`config.mk`:
```
export PLATFORM = sky130hd
export DESIGN_NAME = gnt_ctrl
export DESIGN_NICKNAME = d
export VERILOG_FILES = /design/src/rtl/gnt_pkg.sv /design/src/rtl/gnt_ctrl.sv
export SDC_FILE = /design/constraint.sdc
export NUM_CORES = 1
export LEC_CHECK = 0
export ABC_AREA = 1
export BUFFER_PORTS_ARGS = -buffer_cell sky130_fd_sc_hd__buf_2
export CORE_MARGIN = 2
export CORE_UTILIZATION = 50
export CTS_CLUSTER_DIAMETER = 80
export DETAILED_ROUTE_END_ITERATION = 12
export PLACE_DENSITY = 0.79
export REMOVE_ABC_BUFFERS = 1
export SLEW_MARGIN = 20
export SYNTH_ARGS = -nofsm -noshare
export SYNTH_HDL_FRONTEND = slang
export SYNTH_SLANG_ARGS = --single-unit
export TNS_END_PERCENT = 20
```
`constraint.sdc`:
```
create_clock -name clk -period 2.35 [get_ports clk]
set_clock_uncertainty 0.1 [all_clocks]
set_input_delay 0.5875 -clock clk [delete_from_list [all_inputs] [get_ports clk]]
set_output_delay 0.5875 -clock clk [all_outputs]
set_load 0.02 [all_outputs]
```
`src/rtl/gnt_pkg.sv`:
```
package gnt_pkg;

    localparam logic [2:0] OP_LOAD_GRAD = 3'd0;
    localparam logic [2:0] OP_LOAD_PX   = 3'd1;
    localparam logic [2:0] OP_LOAD_PY   = 3'd2;
    localparam logic [2:0] OP_LOAD_PZ   = 3'd3;
    localparam logic [2:0] OP_EVAL      = 3'd4;

    localparam logic [0:0] REG_OCTAVES = 1'b0;
    localparam logic [0:0] REG_MODE    = 1'b1;

    typedef struct packed {
        logic start_octave;
        logic start_corner;
        logic corner_step;
        logic corner_last;
        logic octave_done;
        logic finish;
        logic abs_result;
    } gnt_cmd_t;

    typedef struct packed {
        logic corner_final;
        logic pipe_empty;
    } gnt_sts_t;

endpackage

```
`src/rtl/gnt_ctrl.sv`:
```
module gnt_ctrl
    import gnt_pkg::*;
#(
    parameter int MAX_OCTAVES = 8
)
(
    input  logic                clk,
    input  logic                rst_n,
    input  logic                in_valid,
    input  logic [2:0]          op,
    output logic                in_stall,
    input  logic                out_valid,
    input  logic [3:0]          octave_count,
    input  logic                turbulence_mode,
    input  gnt_sts_t            sts,
    output gnt_cmd_t            cmd,
    output logic [4:0]          octave_idx
);

    typedef enum logic [4:0] {
        ST_IDLE   = 5'b00001,
        ST_SETUP  = 5'b00010,
        ST_CORNER = 5'b00100,
        ST_DRAIN  = 5'b01000,
        ST_DONE   = 5'b10000
    } state_t;

    state_t     state_reg, state_next;
    logic [4:0] oct_reg, oct_next;
    logic [4:0] total_reg, total_next;
    logic [4:0] n_oct;

    always_comb
    begin
        if (!turbulence_mode)
            n_oct = 5'd1;
        else if ({1'b0, octave_count} > 5'(MAX_OCTAVES))
            n_oct = 5'(MAX_OCTAVES);
        else
            n_oct = {1'b0, octave_count};
    end

    assign in_stall   = (state_reg != ST_IDLE) || out_valid;
    assign octave_idx = oct_reg;

    always_comb
    begin
        state_next = state_reg;
        oct_next   = oct_reg;
        total_next = total_reg;
        cmd        = '0;
        unique case (state_reg)
            ST_IDLE:
            begin
                if (in_valid && !in_stall && op == OP_EVAL)
                begin
                    oct_next   = '0;
                    total_next = n_oct;
                    cmd.start_octave = 1'b1;
                    state_next = (n_oct == 5'd0) ? ST_DONE : ST_SETUP;
                end
            end
            ST_SETUP:
            begin
                cmd.start_corner = 1'b1;
                state_next = ST_CORNER;
            end
            ST_CORNER:
            begin
                cmd.corner_step = 1'b1;
                if (sts.corner_final)
                begin
                    cmd.corner_last = 1'b1;
                    state_next = ST_DRAIN;
                end
            end
            ST_DRAIN:
            begin
                if (sts.pipe_empty)
                begin
                    cmd.octave_done = 1'b1;
                    oct_next = oct_reg + 5'd1;
                    state_next = (oct_reg + 5'd1 == total_reg) ? ST_DONE : ST_SETUP;
                end
            end
            ST_DONE:
            begin
                cmd.finish = 1'b1;
                cmd.abs_result = turbulence_mode;
                state_next = ST_IDLE;
            end
            default: state_next = ST_IDLE;
        endcase
    end

    always_ff @(posedge clk or negedge rst_n)
    begin
        if (!rst_n)
        begin
            state_reg <= ST_IDLE;
            oct_reg   <= '0;
            total_reg <= '0;
        end
        else
        begin
            state_reg <= state_next;
            oct_reg   <= oct_next;
            total_reg <= total_next;
        end
    end

endmodule

```
* Yosys cells after proc, flatten, opt, wreduce, memory -nomap -nowiden
Cells that the tools add are included.
** Cells by class
- $add $sub $neg :: 1
- Magnitude comparators :: 1
- Equality and inequality tests :: 11
- Muxes and demuxes :: 19
- Reductions and logical operators :: 9
** Operators by type and width (count)
- 2-to-1 mux 5 bit :: 8
- one-hot mux 5 bit (4 select lines) :: 1
- one-hot mux 5 bit (2 select lines) :: 1
- 2-to-1 mux 1 bit :: 6
- inequality test 2 bit, second input constant :: 3
- AND reduction 3 bit :: 2
- adder 5 x 1 -> 5 bit, second input constant :: 1
- == test 5 x 1 -> 1 bit, second input constant :: 1
- == test 5 x 2 -> 1 bit, second input constant :: 1
- == test 5 x 3 -> 1 bit, second input constant :: 1
- == test 5 x 4 -> 1 bit, second input constant :: 1
- == test 5 bit :: 1
- == test 5 bit, second input constant :: 1
- zero test 5 bit :: 1
- inequality test 5 x 1 -> 1 bit, second input constant :: 1
- > comparator 4 bit, second input constant :: 1
- 2-to-1 mux 2 bit :: 2
- 2-to-1 mux 4 bit :: 1
- == test 3 bit, second input constant :: 1
- logical AND 1 bit :: 2
- AND reduction 2 bit :: 1
- nonzero test 2 bit :: 1
- zero test 1 bit :: 1
- logical OR 1 bit :: 1
** Storage, ports and cells
- Register bits after elaboration :: 15
- Bits of input ports :: 14
- Output and inout bits :: 13
- Word-level logic and storage cells :: 44

* Longest topological paths before layout
- Depth in word-level cells :: 7
- Depth in mapped cells :: 9
- Depth with buffers taken out :: 9

* Least setup slack after synthesis
Ideal clock, no wire load.
- Path type :: input -> output
- Start point :: input port turbulence_mode
- End point :: output port cmd[0] (netlist bit)
- Data arrival time :: 1.329 ns
- Slack :: 0.334 ns
- Stages on the path :: 2
- Path through :: inv_1 nor4_1
** RTL lines
- start, declared :: RTL line gnt_ctrl.sv:14 : input logic turbulence_mode,
- end, declared :: RTL line gnt_ctrl.sv:16 : output gnt_cmd_t cmd,

==> key figures <==
Routing
  – Met2 Routed Length: 991 µm
  – TritonRoute pass-1 iters: 3
  – Vias: 875
  – Post-route ant nets: 0
  – Vias per cell: 4.83
  – WL met3: 50 µm
  – Final Routed Wirelength: 1940 µm
  – DR top layer: met4
  – Routed wire per std cell: 10.7 µm
  – Detailed-route DRC error count: 0
  – Starting DRC count in detailed routing: 7
  – M1 WL: 880 µm

Floorplan
  – Die Y-Extent: 47.0 µm
  – Die Wd: 47.0 µm
  – Core Rows: 15
  – Die area: 2210 µm²
  – Initial Util: 0.536
  – Area of the core: 1730 µm²
  – IO Pins: 27

Global route
  – First-pass GRT wire length: 3060 µm
  – Initial antenna violation count: 0
  – GRT Total Usage: 0.199
  – GRT overflow: 0
  – Pin count of the biggest net entering global routing: 15
  – Number of global-route vias before repair: 772

Clock tree
  – CTS Buf Count: 3
  – Longest Clk Path Bufs: 2
  – Root Buffer Master: clkbuf_4
  – Clock latency on the worst-skew pair: 0.27 ns
  – CTS tree: built
  – Clock transition at path regs: 0.08 ns
  – Clock sink total: 14
  – # H-tree levels: 1

Worst hold path
  – Min-Delay Path Class: primary input to asynchronous set/reset pin

Run status
  – Status: finished clean

Power and ir drop
  – Power share of the sequential group: 0.382
  – Max VDD drop: 471 µV
  – Sw power: 0.344 mW
  – Pleak: 0.649 nW
  – Pwr dens: 772 nW/µm²
  – Sw Ratio: 0.397
  – Clock power frac: 0.198
  – Logic pwr share: 0.420
  – Int Power: 0.522 mW

Synthesis
  – Yosys warns: 0
  – Post-synth top area share: 0.352
  – Netlist cell types: 26
  – Mapped cell area: 925 µm²
  – Synth Register Bits: 14
  – Mapped Avg Cell Area: 7.34 µm²
  – Post-Synthesis Cells: 126
  – Yosys top cell by area: dfrtp_1
  – Area contributors post-synth: dfrtp_1, nand2_1, inv_1
  – Sequential share of the synthesized area: 0.380

Critical path
  – Crit path DAT: 1.56 ns
  – Register-to-Register Path Depth: 6
  – CP Launch Type: flop
  – CP Capture Type: output port
  – Critical R2R Capture: state_reg[4]
  – Critical Path RT: 1.66 ns
  – Reg2Reg Launch Point: octave_idx[0]
  – Register-to-register setup slack: 0.77 ns
  – Kind of critical path: flop to output port
  – Worst-path maximum fanout: 6

STA
  – Max Slew Vio Count: 0
  – RSZ-0062 raised after global routing: false
  – Crit share post-route: 0.956
  – Final setup viols: 0
  – F_max: 445 MHz
  – Min Hold Slack: 0.0889 ns
  – Final Hold Fails: 0
  – Worst Max-Slew Pin Slew: 0.319 ns
  – Tmin final: 2.25 ns
  – Final setup TNS: 0 ns
  – Worst slew margin: 0.788

Layout
  – Commonest cells after routing, fill and taps aside: nand2_1, buf_2, inv_1, dfrtp_1
  – Final net count: 172
  – Area grow syn2layout: 21.2%
  – Commonest non-fill, non-tap cell in the layout: nand2_1
  – Final Util: 0.649
  – Diodes inserted: 0
  – Share of post-route cells with drive strength above 1: 0.314

Placement
  – PortBufs: 26
  – DP HPWL: 1580 µm
  – Routability cong.: 0.800

Run
  – Max cap viols: 0
==> worst max-delay path by stage <==
stage / start / endpoint / slack, ns / cells after the start
4_1_cts: state_reg[0] / cmd[6] / 0.03 / 7
2_1_floorplan: turbulence_mode / cmd[0] / 0.33 / 2
3_5_place_dp: state_reg[0] / cmd[6] / 0.34 / 7
3_3_place_gp: op[1] / cmd[6] / 0.38 / 7
6_report: state_reg[0] / cmd[6] / 0.10 / 7
5_1_grt: state_reg[0] / cmd[6] / 0.006 / 7
==> power groups by stage <==
| stage | registers, mW | clock network (mW) | logic, mW |
|---|---|---|---|
| 6_report | 0.330 | 0.172 | 0.363 |
| 5_1_grt | 0.337 | 0.189 | 0.408 |
| 2_1_floorplan | 0.332 | 0 | 0.261 |
| 3_5_place_dp | 0.337 | 0 | 0.350 |
| 3_3_place_gp | 0.334 | 0 | 0.342 |
| 4_1_cts | 0.332 | 0.177 | 0.352 |
==> synthesized netlist by cell type <==
cell,n
dfstp_2,1
nand2_2,2
nor3_1,1
xor2_1,1
a21oi_1,3
o22ai_1,1
nor2_2,2
nand4_1,8
nor2_1,7
ha_1,1
o21ai_0,4
o21ai_2,3
buf_6,1
nor4_1,1
nand3_4,1
xnor2_1,2
nand3_2,2
clkinv_4,1
nand3_1,8
nand4_2,1
inv_1,21
o21a_1,1
nand2_1,35
dfrtp_1,13
nor2_4,1
inv_2,4
==> area by class of cell <==
cell class	instances	area (µm²)
clock buffers	4	36.3
multi-input cells	85	459
well taps	25	31.3
repair buffers	27	140
flip-flops and latches	14	352
inverters	26	103
fillers	153	606
==> routing by layer <==
layer	GRT usage	up-vias
met5	0	-
met4	0.0667	0
met3	0.0462	2
met2	0.351	9
met1	0.239	400
li1	-	464
==> per-stage QoR <==
stage,setup WS (ns),cells,area [µm²],power (mW)
2_1_floorplan,0.334,125,913,0.593
3_5_place_dp,0.342,176,1070,0.687
3_3_place_gp,0.381,176,1070,0.676
5_1_grt,0.00580,181,1120,0.934
6_report,0.104,181,1120,0.865
4_1_cts,0.0254,180,1110,0.861
==> cell families after synthesis <==
| group | Yosys count | synth area share |
|---|---|---|
| AND/OR/NAND/NOR | 69 | 0.373 |
| AO/OA/AOI/OAI | 12 | 0.0812 |
| buffers and inverters | 27 | 0.123 |
| XOR/XNOR | 3 | 0.0284 |
| adder cells (fa/ha/maj) | 1 | 0.0135 |
| flip-flops | 14 | 0.380 |
==> critical path: stages, from the launching register on <==
cell and delay [ns]:
dfstp_2 0.55, inv_1 0.05, nor2_1 0.12, nand3_2 0.12, inv_2 0.12, nand3_4 0.10, clkinv_4 0.09, buf_4 0.14
==> repair_timing <==
item / CTS / global route
setup endpoints to repair: 0 / 1
gates resized for setup: 0 / 1
hold buffers: 0 / 0
buffers inserted: 0 / 1
Power figures use the tool's default switching activity.
